==> config.mk <==
export PLATFORM = sky130hd
export DESIGN_NAME = format_specifier_scanner
export DESIGN_NICKNAME = d
export VERILOG_FILES = /design/src/hw/rtl/fsc_pkg.sv /design/src/hw/rtl/fsc_front.sv /design/src/hw/rtl/fsc_queue.sv /design/src/hw/rtl/fsc_back.sv /design/src/hw/rtl/format_specifier_scanner.sv
export SDC_FILE = /design/constraint.sdc
export NUM_CORES = 1
export LEC_CHECK = 0
export BUFFER_PORTS_ARGS = -buffer_cell sky130_fd_sc_hd__buf_2
export CORE_ASPECT_RATIO = 0.7
export CORE_MARGIN = 5
export CORE_UTILIZATION = 35
export CTS_CLUSTER_SIZE = 10
export DETAILED_ROUTE_END_ITERATION = 6
export PLACE_DENSITY = 0.48
export REMOVE_ABC_BUFFERS = 1
export SLEW_MARGIN = 0
export SYNTH_ARGS = -nofsm -noshare
export SYNTH_HDL_FRONTEND = slang
export SYNTH_HIERARCHICAL = 1
export SYNTH_SLANG_ARGS = --single-unit
==> constraint.sdc <==
create_clock -name i_clk -period 11 [get_ports i_clk]
set_input_delay 3.3 -clock i_clk [delete_from_list [all_inputs] [get_ports i_clk]]
set_output_delay 3.3 -clock i_clk [all_outputs]
set_load 0.02 [all_outputs]
==> src/hw/rtl/fsc_pkg.sv <==
`timescale 1ns / 1ps
// ----------------------------------------------------------------------------
// fsc_pkg
// Shared types and constants for the format specifier scanner.
// ----------------------------------------------------------------------------
package fsc_pkg;

    localparam int MAX_STRING_LEN = 65536;
    localparam int POS_W          = $clog2(MAX_STRING_LEN + 1);
    localparam int LEN_W          = (POS_W + 1 > 17) ? POS_W + 1 : 17;

    localparam int Q_DEPTH = 4;
    localparam int Q_AW    = $clog2(Q_DEPTH);
    localparam int Q_CW    = $clog2(Q_DEPTH + 1);

    localparam logic [7:0] CHR_PERCENT = 8'h25;
    localparam logic [7:0] CHR_N       = 8'h6E;
    localparam logic [7:0] CHR_DOT     = 8'h2E;
    localparam logic [7:0] CHR_HASH    = 8'h23;
    localparam logic [7:0] CHR_Q       = 8'h71;
    localparam logic [7:0] CHR_C       = 8'h63;
    localparam logic [7:0] CHR_S       = 8'h73;

    typedef enum logic [2:0] {
        ARG_NONE    = 3'd0,
        ARG_INTEGER = 3'd1,
        ARG_FLOAT   = 3'd2,
        ARG_STRING  = 3'd3,
        ARG_CHAR    = 3'd4
    } t_arg_class;

    // One queue entry: an optional specifier record and an optional summary.
    typedef struct packed {
        logic        has_spec;
        logic [15:0] spec_start;
        logic [15:0] spec_length;
        t_arg_class  arg_class;
        logic        has_final;
        logic [15:0] arg_total;
        logic        rejected;
        logic        too_long;
    } t_entry;

    typedef struct packed {
        logic full;
        logic empty;
    } t_q_status;

endpackage

==> src/hw/rtl/fsc_front.sv <==
`timescale 1ns / 1ps
// ----------------------------------------------------------------------------
// fsc_front
// Accepts one character per cycle while the queue is not full, runs the scan
// state machine and pushes the resulting records into the queue.
// ----------------------------------------------------------------------------
module fsc_front (
    input  logic                i_clk,
    input  logic                i_rst_n,
    input  logic                i_valid,
    output logic                o_stall,
    input  logic [7:0]          i_char_code,
    input  logic                i_end_of_string,
    input  fsc_pkg::t_q_status  i_q_status,
    output logic                o_push,
    output fsc_pkg::t_entry     o_entry
);

    typedef enum logic [2:0] {
        MODE_LITERAL,
        MODE_PERCENT,
        MODE_FLAGS,
        MODE_WIDTH,
        MODE_PRECISION,
        MODE_LENGTH
    } t_mode;

    t_mode                     r_mode, n_mode;
    logic [fsc_pkg::POS_W-1:0] r_position, n_position;
    logic [fsc_pkg::POS_W-1:0] r_open_start, n_open_start;
    logic [15:0]               r_arg_count, n_arg_count;
    logic                      r_reject, n_reject;
    logic                      r_overflow, n_overflow;

    logic                      accept;
    logic                      spec_hit;
    fsc_pkg::t_arg_class       spec_cls;
    logic [fsc_pkg::LEN_W-1:0] span;
    logic                      early;
    logic                      mid;

    function automatic logic is_digit(input logic [7:0] c);
        return (c >= "0") && (c <= "9");
    endfunction

    function automatic logic is_flag(input logic [7:0] c);
        return (c == "-") || (c == "+") || (c == " ") || (c == "0") ||
               (c == fsc_pkg::CHR_HASH);
    endfunction

    function automatic logic is_length_mod(input logic [7:0] c);
        return (c == "h") || (c == "l") || (c == "L") || (c == "z") ||
               (c == "j") || (c == "t") || (c == fsc_pkg::CHR_Q);
    endfunction

    function automatic fsc_pkg::t_arg_class class_of(input logic [7:0] c);
        fsc_pkg::t_arg_class cls;
        case (c)
            "d", "i", "u", "x", "X", "o": cls = fsc_pkg::ARG_INTEGER;
            "f", "F", "e", "E", "g", "G", "a", "A": cls = fsc_pkg::ARG_FLOAT;
            fsc_pkg::CHR_C: cls = fsc_pkg::ARG_CHAR;
            fsc_pkg::CHR_S: cls = fsc_pkg::ARG_STRING;
            default: cls = fsc_pkg::ARG_STRING;
        endcase
        return cls;
    endfunction

    assign o_stall = i_q_status.full;
    assign accept  = i_valid && !i_q_status.full;

    // Length of the open specifier; it is saturated to 16 bits in the entry.
    assign span = fsc_pkg::LEN_W'(r_position) - fsc_pkg::LEN_W'(r_open_start)
                + fsc_pkg::LEN_W'(1);

    // Modes from which flags, width digits or a dot may still follow.
    assign early = (r_mode == MODE_PERCENT) || (r_mode == MODE_FLAGS);
    assign mid   = early || (r_mode == MODE_WIDTH);

    always_comb begin
        n_mode       = r_mode;
        n_position   = r_position;
        n_open_start = r_open_start;
        n_arg_count  = r_arg_count;
        n_reject     = r_reject;
        n_overflow   = r_overflow;
        spec_hit     = 1'b0;
        spec_cls     = fsc_pkg::ARG_NONE;
        o_entry      = '0;

        if (accept) begin
            if (r_position >= fsc_pkg::POS_W'(fsc_pkg::MAX_STRING_LEN)) begin
                n_overflow = 1'b1;
            end else begin
                n_position = r_position + fsc_pkg::POS_W'(1);
                if (!r_reject) begin
                    case (r_mode)
                        MODE_LITERAL: begin
                            if (i_char_code == fsc_pkg::CHR_PERCENT) begin
                                n_open_start = r_position;
                                n_mode       = MODE_PERCENT;
                            end
                        end
                        default: begin
                            if (r_mode == MODE_PERCENT &&
                                i_char_code == fsc_pkg::CHR_PERCENT) begin
                                spec_hit = 1'b1;
                                spec_cls = fsc_pkg::ARG_NONE;
                                n_mode   = MODE_LITERAL;
                            end else if (early && is_flag(i_char_code)) begin
                                n_mode = MODE_FLAGS;
                            end else if (mid && is_digit(i_char_code)) begin
                                n_mode = MODE_WIDTH;
                            end else if (mid && i_char_code == fsc_pkg::CHR_DOT) begin
                                n_mode = MODE_PRECISION;
                            end else if (r_mode == MODE_PRECISION &&
                                         is_digit(i_char_code)) begin
                                n_mode = MODE_PRECISION;
                            end else if (is_length_mod(i_char_code)) begin
                                n_mode = MODE_LENGTH;
                            end else begin
                                n_mode = MODE_LITERAL;
                                if (i_char_code == fsc_pkg::CHR_N) begin
                                    n_reject = 1'b1;
                                end else begin
                                    spec_hit = 1'b1;
                                    spec_cls = class_of(i_char_code);
                                    if (r_arg_count != 16'hFFFF) begin
                                        n_arg_count = r_arg_count + 16'd1;
                                    end
                                end
                            end
                        end
                    endcase
                end
            end

            o_entry.has_spec    = spec_hit;
            o_entry.spec_start  = 16'(r_open_start);
            o_entry.spec_length = (span > fsc_pkg::LEN_W'(16'hFFFF)) ? 16'hFFFF
                                                                     : 16'(span);
            o_entry.arg_class   = spec_cls;
            o_entry.has_final   = i_end_of_string;
            o_entry.arg_total   = n_reject ? 16'd0 : n_arg_count;
            o_entry.rejected    = n_reject;
            o_entry.too_long    = n_overflow;

            // The summary closes the string; the next item starts a new one.
            if (i_end_of_string) begin
                n_mode       = MODE_LITERAL;
                n_position   = '0;
                n_open_start = '0;
                n_arg_count  = '0;
                n_reject     = 1'b0;
                n_overflow   = 1'b0;
            end
        end
    end

    assign o_push = accept && (spec_hit || i_end_of_string);

    always_ff @(posedge i_clk) begin
        if (!i_rst_n) begin
            r_mode       <= MODE_LITERAL;
            r_position   <= '0;
            r_open_start <= '0;
            r_arg_count  <= '0;
            r_reject     <= 1'b0;
            r_overflow   <= 1'b0;
        end else begin
            r_mode       <= n_mode;
            r_position   <= n_position;
            r_open_start <= n_open_start;
            r_arg_count  <= n_arg_count;
            r_reject     <= n_reject;
            r_overflow   <= n_overflow;
        end
    end

endmodule

==> src/hw/rtl/fsc_queue.sv <==
`timescale 1ns / 1ps
// ----------------------------------------------------------------------------
// fsc_queue
// Short register queue of record entries between the front and back parts.
// ----------------------------------------------------------------------------
module fsc_queue (
    input  logic               i_clk,
    input  logic               i_rst_n,
    input  logic               i_push,
    input  fsc_pkg::t_entry    i_entry,
    input  logic               i_pop,
    output fsc_pkg::t_entry    o_head,
    output fsc_pkg::t_q_status o_status
);

    fsc_pkg::t_entry          r_mem [fsc_pkg::Q_DEPTH];
    logic [fsc_pkg::Q_AW-1:0] r_wr_ptr, n_wr_ptr;
    logic [fsc_pkg::Q_AW-1:0] r_rd_ptr, n_rd_ptr;
    logic [fsc_pkg::Q_CW-1:0] r_count, n_count;

    assign o_status.full  = (r_count == fsc_pkg::Q_CW'(fsc_pkg::Q_DEPTH));
    assign o_status.empty = (r_count == '0);
    assign o_head         = r_mem[r_rd_ptr];

    always_comb begin
        n_wr_ptr = r_wr_ptr;
        n_rd_ptr = r_rd_ptr;
        n_count  = r_count;
        if (i_push) begin
            n_wr_ptr = (r_wr_ptr == fsc_pkg::Q_AW'(fsc_pkg::Q_DEPTH - 1)) ? '0
                     : r_wr_ptr + fsc_pkg::Q_AW'(1);
        end
        if (i_pop) begin
            n_rd_ptr = (r_rd_ptr == fsc_pkg::Q_AW'(fsc_pkg::Q_DEPTH - 1)) ? '0
                     : r_rd_ptr + fsc_pkg::Q_AW'(1);
        end
        if (i_push && !i_pop) begin
            n_count = r_count + fsc_pkg::Q_CW'(1);
        end else if (!i_push && i_pop) begin
            n_count = r_count - fsc_pkg::Q_CW'(1);
        end
    end

    always_ff @(posedge i_clk) begin
        if (i_push) begin
            r_mem[r_wr_ptr] <= i_entry;
        end
    end

    always_ff @(posedge i_clk) begin
        if (!i_rst_n) begin
            r_wr_ptr <= '0;
            r_rd_ptr <= '0;
            r_count  <= '0;
        end else begin
            r_wr_ptr <= n_wr_ptr;
            r_rd_ptr <= n_rd_ptr;
            r_count  <= n_count;
        end
    end

endmodule

==> src/hw/rtl/fsc_back.sv <==
`timescale 1ns / 1ps
// ----------------------------------------------------------------------------
// fsc_back
// Unpacks queue entries into result items and holds them in an output
// register until the consumer takes them.
// ----------------------------------------------------------------------------
module fsc_back (
    input  logic               i_clk,
    input  logic               i_rst_n,
    input  fsc_pkg::t_entry    i_head,
    input  fsc_pkg::t_q_status i_q_status,
    output logic               o_pop,
    output logic               o_valid,
    input  logic               i_stall,
    output logic [15:0]        o_spec_start,
    output logic [15:0]        o_spec_length,
    output logic [2:0]         o_arg_class,
    output logic               o_final_record,
    output logic [15:0]        o_arg_total,
    output logic               o_rejected,
    output logic               o_too_long
);

    logic                r_out_valid, n_out_valid;
    logic                r_spec_done, n_spec_done;
    logic                load;
    logic                take_spec;
    logic [15:0]         r_spec_start;
    logic [15:0]         r_spec_length;
    fsc_pkg::t_arg_class r_arg_class;
    logic                r_final_record;
    logic [15:0]         r_arg_total;
    logic                r_rejected;
    logic                r_too_long;

    // The output register can take a new item when it is empty or being read.
    assign load      = (!r_out_valid || !i_stall) && !i_q_status.empty;
    assign take_spec = i_head.has_spec && !r_spec_done;
    // An entry with both records stays at the head until its summary goes out.
    assign o_pop     = load && !(take_spec && i_head.has_final);

    always_comb begin
        n_out_valid = r_out_valid;
        n_spec_done = r_spec_done;
        if (!r_out_valid || !i_stall) begin
            n_out_valid = !i_q_status.empty;
        end
        if (load) begin
            n_spec_done = take_spec && i_head.has_final;
        end
    end

    always_ff @(posedge i_clk) begin
        if (!i_rst_n) begin
            r_out_valid <= 1'b0;
            r_spec_done <= 1'b0;
        end else begin
            r_out_valid <= n_out_valid;
            r_spec_done <= n_spec_done;
        end
        if (load) begin
            if (take_spec) begin
                r_spec_start   <= i_head.spec_start;
                r_spec_length  <= i_head.spec_length;
                r_arg_class    <= i_head.arg_class;
                r_final_record <= 1'b0;
                r_arg_total    <= '0;
                r_rejected     <= 1'b0;
                r_too_long     <= 1'b0;
            end else begin
                r_spec_start   <= '0;
                r_spec_length  <= '0;
                r_arg_class    <= fsc_pkg::ARG_NONE;
                r_final_record <= 1'b1;
                r_arg_total    <= i_head.arg_total;
                r_rejected     <= i_head.rejected;
                r_too_long     <= i_head.too_long;
            end
        end
    end

    assign o_valid        = r_out_valid;
    assign o_spec_start   = r_spec_start;
    assign o_spec_length  = r_spec_length;
    assign o_arg_class    = r_arg_class;
    assign o_final_record = r_final_record;
    assign o_arg_total    = r_arg_total;
    assign o_rejected     = r_rejected;
    assign o_too_long     = r_too_long;

endmodule

==> src/hw/rtl/format_specifier_scanner.sv <==
`timescale 1ns / 1ps
// A record reaches the output through the queue and the output register.
// Throughput: one character per cycle while the queue is not full; the
// four-entry queue absorbs the extra record of a character that yields a specifier
// and a summary. The output register drains one record per cycle unless stalled.
// Reset (synchronous): scanner returns to literal text, counters clear, queue
// and output register empty.
// ----------------------------------------------------------------------------
// format_specifier_scanner
// Scans a printf-style format string one character per item and reports
// each conversion specifier plus an end-of-string summary.
// ----------------------------------------------------------------------------
module format_specifier_scanner (
    input  logic        i_clk,
    input  logic        i_rst_n,
    input  logic        i_valid,
    output logic        o_stall,
    input  logic [7:0]  i_char_code,
    input  logic        i_end_of_string,
    output logic        o_valid,
    input  logic        i_stall,
    output logic [15:0] o_spec_start,
    output logic [15:0] o_spec_length,
    output logic [2:0]  o_arg_class,
    output logic        o_final_record,
    output logic [15:0] o_arg_total,
    output logic        o_rejected,
    output logic        o_too_long
);

    logic               q_push;
    logic               q_pop;
    fsc_pkg::t_entry    q_in;
    fsc_pkg::t_entry    q_head;
    fsc_pkg::t_q_status q_status;

    fsc_front u_front (
        .i_clk           (i_clk),
        .i_rst_n         (i_rst_n),
        .i_valid         (i_valid),
        .o_stall         (o_stall),
        .i_char_code     (i_char_code),
        .i_end_of_string (i_end_of_string),
        .i_q_status      (q_status),
        .o_push          (q_push),
        .o_entry         (q_in)
    );

    fsc_queue u_queue (
        .i_clk    (i_clk),
        .i_rst_n  (i_rst_n),
        .i_push   (q_push),
        .i_entry  (q_in),
        .i_pop    (q_pop),
        .o_head   (q_head),
        .o_status (q_status)
    );

    fsc_back u_back (
        .i_clk          (i_clk),
        .i_rst_n        (i_rst_n),
        .i_head         (q_head),
        .i_q_status     (q_status),
        .o_pop          (q_pop),
        .o_valid        (o_valid),
        .i_stall        (i_stall),
        .o_spec_start   (o_spec_start),
        .o_spec_length  (o_spec_length),
        .o_arg_class    (o_arg_class),
        .o_final_record (o_final_record),
        .o_arg_total    (o_arg_total),
        .o_rejected     (o_rejected),
        .o_too_long     (o_too_long)
    );

    // The queue is never written while it is full.
    a_no_overrun: assert property (@(posedge i_clk) disable iff (!i_rst_n)
        q_push |-> !q_status.full)
        else $error("queue written while full");

    // Nothing is popped from an empty queue.
    a_no_underrun: assert property (@(posedge i_clk) disable iff (!i_rst_n)
        q_pop |-> !q_status.empty)
        else $error("queue popped while empty");

    // A rejected string reports no arguments, and only in its summary.
    a_reject_summary: assert property (@(posedge i_clk) disable iff (!i_rst_n)
        (o_valid && o_rejected) |-> (o_final_record && o_arg_total == 16'd0))
        else $error("rejected flag outside a clean summary record");

    // A specifier record always covers at least the percent sign.
    a_spec_len: assert property (@(posedge i_clk) disable iff (!i_rst_n)
        (o_valid && !o_final_record) |-> (o_spec_length != 16'd0 && !o_too_long))
        else $error("specifier record with empty length");

endmodule

[Word level (Yosys, flattened, before mapping)]
Memory sizes are Yosys's and may differ from the RTL's. A register that Yosys moved wholly into a read port is not among the register bits.
Index checks and enable logic that the tools add are counted.
Cells by class
  add/subtract/negate cells: 8
  magnitude comparators: 4
  equality and inequality tests: 41
  mux-type cells: 78
  reduce and logical (&&, ||, !) cells: 46
Operator list (number)
  16-bit 2-to-1 mux: 14
  8-bit by 7-bit == test with 1-bit output (second input constant): 23
  17-bit 2-to-1 mux: 7
  3-bit 2-to-1 mux: 23
  8-bit by 6-bit == test with 1-bit output (second input constant): 7
  55-bit 2-to-1 mux: 1
  1-bit 2-to-1 mux: 28
  18-bit by 1-bit adder with 18-bit output (second input constant): 1
  18-bit by 16-bit greater-than comparator with 1-bit output (second input constant): 1
  17-bit by 17-bit subtractor with 18-bit output: 1
  17-bit by 1-bit adder with 17-bit output (second input constant): 1
  17-bit >= comparator (second input constant): 1
  16-bit by 1-bit adder with 16-bit output (second input constant): 1
  16-bit inequality test (second input constant): 1
  1-bit logical AND: 14
  1-bit logical OR: 14
  3-bit case mux with 3 select lines: 1
  8-bit by 6-bit >= comparator with 1-bit output (second input constant): 1
  8-bit by 6-bit <= comparator with 1-bit output (second input constant): 1
  1-bit zero test: 8
  2-bit 2-to-1 mux: 4
  8-bit OR reduction: 1
  3-bit by 2-bit == test with 1-bit output (second input constant): 2
  3-bit == test (second input constant): 2
  other kinds (13): 19
Word-level totals
  bits in registers: 118
  RAM bits: 220
  output and inout bits: 56
  word-level logic and storage cells: 196
  memories kept: 1
Memories
  u_queue.r_mem: words 4, bits a word 55, read ports 1, clocked after memory_dff 1, write ports 1, RTL line fsc_queue.sv:16  | fsc_pkg::t_entry r_mem [fsc_pkg::Q_DEPTH];

[Logic depth before layout (Yosys ltp)]
  depth in word-level cells: 23
  mapped depth: 15

[By module]
The synthesis kept the hierarchy.
By module, submodules not included
  fsc_queue: instances 1, cells each 331, area an instance 8463.1 um^2, sequential area each 6786.5 um^2
  fsc_front: instances 1, cells each 625, area an instance 4635.7 um^2, sequential area each 1101.1 um^2
  fsc_back: instances 1, cells each 123, area an instance 2098.3 um^2, sequential area each 1661.6 um^2

[Least setup slack after synthesis]
Ideal clock, no wire load.
  path type: input to register
  from: input port i_stall
  to: register u_queue/r_count[2] (netlist bit)
  arrival time: 7.564 ns
  required time: 10.924 ns
  slack: 3.360 ns
  stages on the path: 9
  path buffers: 0
  cells stage by stage: a21oi_1 > a21boi_0 > inv_1 > ha_1 > inv_1 > fa_1 > xor2_1 > or3_1 > a21boi_0
Between the ends
  cells in the longest elaborated chain, start to end: 7
Ends and longest elaborated chain
  start, declared: RTL line format_specifier_scanner.sv:21  | input logic i_stall,
  1-bit zero test *: RTL line fsc_back.sv:37  | assign load = (!r_out_valid || !i_stall) && !i_q_status.empty;
  1-bit logical OR *: RTL line fsc_back.sv:37
  1-bit logical AND *: RTL line fsc_back.sv:37
  1-bit logical AND *: RTL line fsc_back.sv:40  | assign o_pop = load && !(take_spec && i_head.has_final);
  named net q_pop: RTL line format_specifier_scanner.sv:32  | logic q_pop;
  1-bit zero test: RTL line fsc_queue.sv:37  | if (i_push && !i_pop) begin
  1-bit logical AND: RTL line fsc_queue.sv:37
  3-bit 2-to-1 mux or 2-bit nonzero test (tied branches)
  end signal, assigned: RTL line fsc_queue.sv:58  | r_count <= n_count;
  end, declared: RTL line fsc_queue.sv:19  | logic [fsc_pkg::Q_CW-1:0] r_count, n_count;
The timed path passes the listed nets; every way through them passes the cells marked *.
A chain may end at the register's enable or synchronous reset.

[Worst setup path after layout]
  from: input port i_char_code[1]
  to: memory u_queue/r_mem[0][3] (netlist bit), enable pin
Between the ends
  cells in the longest elaborated chain, start to end: 21
Ends and longest elaborated chain
  start, declared: RTL line format_specifier_scanner.sv:18  | input logic [7:0] i_char_code,
  8-bit by 7-bit == test with 1-bit output: RTL line fsc_front.sv:52  | return (c == "h") || (c == "l") || (c == "L") || (c == "z") ||
  1-bit logical OR (4 in series): RTL line fsc_front.sv:52
  1-bit logical OR (2 in series): RTL line fsc_front.sv:53  | (c == "j") || (c == "t") || (c == fsc_pkg::CHR_Q);
  1-bit 2-to-1 mux: RTL line fsc_front.sv:118  | end else if (is_length_mod(i_char_code)) begin
  1-bit 2-to-1 mux: RTL line fsc_front.sv:115  | end else if (r_mode == MODE_PRECISION &&
  1-bit 2-to-1 mux: RTL line fsc_front.sv:113  | end else if (mid && i_char_code == fsc_pkg::CHR_DOT) begin
  1-bit 2-to-1 mux: RTL line fsc_front.sv:111  | end else if (mid && is_digit(i_char_code)) begin
  1-bit 2-to-1 mux: RTL line fsc_front.sv:109  | end else if (early && is_flag(i_char_code)) begin
  [2 not listed]
  1-bit 2-to-1 mux *: RTL line fsc_front.sv:95  | if (!r_reject) begin
  1-bit 2-to-1 mux *: RTL line fsc_front.sv:91  | if (r_position >= fsc_pkg::POS_W'(fsc_pkg::MAX_STRING_LEN)) begin
  1-bit 2-to-1 mux *: RTL line fsc_front.sv:90  | if (accept) begin
  1-bit logical OR *: RTL line fsc_front.sv:159  | assign o_push = accept && (spec_hit || i_end_of_string);
  1-bit logical AND *: RTL line fsc_front.sv:159
  named net q_push: RTL line format_specifier_scanner.sv:31  | logic q_push;
  1-bit 2-to-1 mux *: RTL line fsc_queue.sv:45  | if (i_push) begin
  1-bit 2-to-1 mux (not written as such) *: RTL line fsc_queue.sv:46  | r_mem[r_wr_ptr] <= i_entry;
  end, declared: RTL line fsc_queue.sv:16
Marks and branches as above.

==> results by group <==
Yosys
  – Share of the synthesized area in the top cell type: 54.1%
  – Number of different library cells in the post-synthesis netlist: 77
  – #FFs+latches synth: 340
  – Top-count cell post-synth: edfxtp_1
  – Ys async rst share: 0%
  – Ys flop type: edfxtp_1
  – Synth Instances: 1079
  – Post-synth top area cell: edfxtp_1
  – Synth warnings: 6
  – Post-synthesis sequential area ratio: 62.8%
  – Synth area leaders: edfxtp_1 54%, dfxtp_1 8.7%, mux4_2 7.4%, ha_1 3.5%, and2_1 2.5%
  – Synth cell count leaders: 274 x edfxtp_1, 72 x nor2_1, 66 x dfxtp_1
  – Post-Syn Area: 15200 um2
  – Post-synth EDFFs: 274
  – Syn Area/Cell: 14.1 um2

Clock tree
  – Post-CTS Hold Buffers: 0
  – Postcts setup bufs: 0
  – CTS clock-pin slew for the worst setup and hold paths: 0.06 ns
  – Clk Latency, worst-skew pair: 0.55 ns
  – Post-cts sizing count: 0
  – H-tree depth: 2
  – CTS tree: built
  – Max Root-Sink Buffers: 3
  – CTS root buf: clkbuf_16
  – Cts bufs inserted: 40
  – TritonCTS Sinks: 340

STA
  – Period utilization: 56.0%
  – Min cycle time layout: 6.16 ns
  – Worst-Margin Slew: 0.935 ns
  – Max-slew headroom: 37.7%
  – Final hold viol count: 0
  – Final slew viol count: 0
  – # setup viols final: 0
  – Skew final: 0.0328 ns
  – Final setup TNS: 0 ns
  – Fmax: 0.162 GHz
  – RSZ-0062 raised after global routing: no

Worst setup path
  – Startpoint types: input port
  – Crit end category: flip-flop
  – Critical-path cell list: buf_2, and3b_1, o21ai_2, a22oi_2, a21oi_4, nand3_1, nand2_1, and2_2, buf_4
  – Critical path type: input port to flip-flop
  – CP startpoint: i_char_code[1]
  – WP data required: 11.20 ns
  – R2r startpoint: u_front/r_mode[0]
  – Worst path max stage delay: 0.81 ns
  – CP arrival: 6.36 ns
  – Critical path peak fanout: 28
  – Slowest library cell on the worst path: and2_2

Route
  – Post-route ant nets: 0
  – # DRC: 0
  – Via density per instance: 5.07
  – Pre-Repair DR Iteration Count: 5
  – DR WL/cell: 19.5 um
  – Vias: 8969
  – Number of DRC markers in iteration 0: 618
  – WL final: 34600 um

Pwr
  – Switching fraction of total power: 29.1%
  – Power share of the combinational group: 20.4%
  – Pwr Density: 208 nW/um2
  – Leak pwr: 5.87 nW
  – VDD IR max: 0.263 mV
  – Int Pwr: 2.55 mW
  – Flop pwr share: 45.8%
  – Total chip power: 3.59 mW
  – P_sw: 1.04 mW
  – Clock share of power: 33.8%

Global route
  – Vias in the first global route: 8843
  – Maximum number of pins on one net before global-route repair: 57
  – GR Util All Layers: 14.5%
  – Aggregate global routing overflow: 0
  – First-pass GRT wire length: 54300 um
  – Initial antenna violation count: 2

Floorplan
  – Core ar.: 42600 um2
  – Io pins: 69
  – Starting Density: 35.6%
  – Die span in y: 184 um
  – Die Footprint: 47800 um2
  – Chip width: 259 um
  – Num rows: 63

Flow run
  – Max cap viols: 0

Finish
  – Layout overhead on the synthesized area: 13.4%
  – Fraction of layout cells with a size suffix above 1: 17.9%
  – Filler cell count: 3978
  – Cell Count, Final, Fillers Out: 1770
  – # diodes: 0
  – Finished Core Util: 40.4%
  – Layout Nets: 1210

Placed design
  – Post-DP HPWL: 21900 um
  – I/O Buffers: 68
  – GPL Wtd Cong: 0.806
  – Placed cell count: 1696

Worst hold path
  – Tightest Hold Check Type: flip-flop to flip-flop
  – Hold wc startpoint: u_front/r_open_start[3]

Outcome
  – Outcome: complete, no violations
## logic make-up after synthesis
family / after synthesis / share of synthesized area (%)
adder cells (fa/ha/maj): 44 / 3.72
XOR/XNOR: 33 / 2.03
multiplexers: 63 / 8.80
AO/OA/AOI/OAI: 164 / 6.96
flip-flops: 340 / 62.8
AND/OR/NAND/NOR: 342 / 12.2
buffers and inverters: 93 / 3.44
## state kept, by name, indices dropped and copies added (netlist names), 2 cells and up, named ones only
name                  count
u_back/o_arg_class        3
u_front/r_position       17
u_front/r_mode            3
u_front/r_arg_count      16
u_queue/r_count           3
u_back/o_spec_length     16
u_queue/r_rd_ptr          2
u_back/o_spec_start      16
u_queue/r_wr_ptr          2
u_queue/r_mem           220
u_back/o_arg_total       16
u_front/r_open_start     17
## layout by cell type, fill, tap and decap left out, types with 11 or more instances in the layout
cell type / synthesis / final
a21oi_1: 58 / 57
clkbuf_16: 0 / 40
nor3_1: 15 / 15
nor2_1: 72 / 72
inv_1: 41 / 41
o21ai_0: 23 / 23
and2_1: 60 / 56
mux4_2: 50 / 50
buf_4: 3 / 15
buf_2: 14 / 68
nand3_1: 41 / 41
xor2_1: 23 / 23
nor2b_1: 17 / 17
clkbuf_1: 19 / 29
a31oi_1: 22 / 22
nand4_1: 11 / 11
dfxtp_1: 66 / 64
or3_1: 18 / 18
edfxtp_1: 274 / 274
ha_1: 42 / 42
nand2_1: 57 / 57
## through the flow
stage / hold WS (ns) / worst slack, ns / cell area (um2)
2_1_floorplan: 0.428 / 3.36 / 14800
3_3_place_gp: 0.438 / 4.29 / 16000
3_5_place_dp: 0.445 / 4.23 / 16000
4_1_cts: 0.453 / 4.80 / 17200
5_1_grt: 0.464 / 4.62 / 17200
6_report: 0.448 / 4.84 / 17200
## area by class of cell
class                      count  area, um2  area share [%]
clock buffer                  69       1110            6.44
clock inverter                 5       73.8           0.429
inverter                      42        160           0.930
multi-input combinational    646       5140            29.9
sequential                   340       9550            55.5
tap                          585        732            4.25
timing repair buffer          83        453            2.63
## per-layer routing
| layer | global-route usage (%) | vias to the layer above | wire [um] |
|---|---|---|---|
| met1 | 23.5 | 4512 | 18500 |
| met2 | 20.0 | 173 | 13900 |
| met5 | 0 | - | 0 |
| met3 | 3.00 | 45 | 1650 |
| met4 | 2.95 | 0 | 597 |
| li1 | - | 4239 | - |
## critical path, delay by kind of cell
kind	cells	cell delay, ns
AO/OA/AOI/OAI	3	0.74
buffers and inverters	2	0.69
AND/OR/NAND/NOR	4	1.59
## worst paths after layout
path / slack (ns) / cells past startpoint / end
max: 4.84 / 9 / u_queue/r_mem[0][3]
min: 0.45 / 2 / u_front/r_open_start[3]
max reg2reg: 7.28 / 8 / u_queue/r_mem[0][3]
min reg2reg: 0.45 / 2 / u_front/r_open_start[3]
## power by group through the flow
stage,Sequential [mW],Combinational [mW],Clock [mW]
after CTS,1.65,0.758,1.26
after floorplan,1.84,0.319,0
after detailed placement,1.67,0.754,0
final,1.64,0.734,1.21
after global routing,1.66,0.800,1.32
after global placement,1.67,0.752,0
Power figures use the tool's default switching activity.
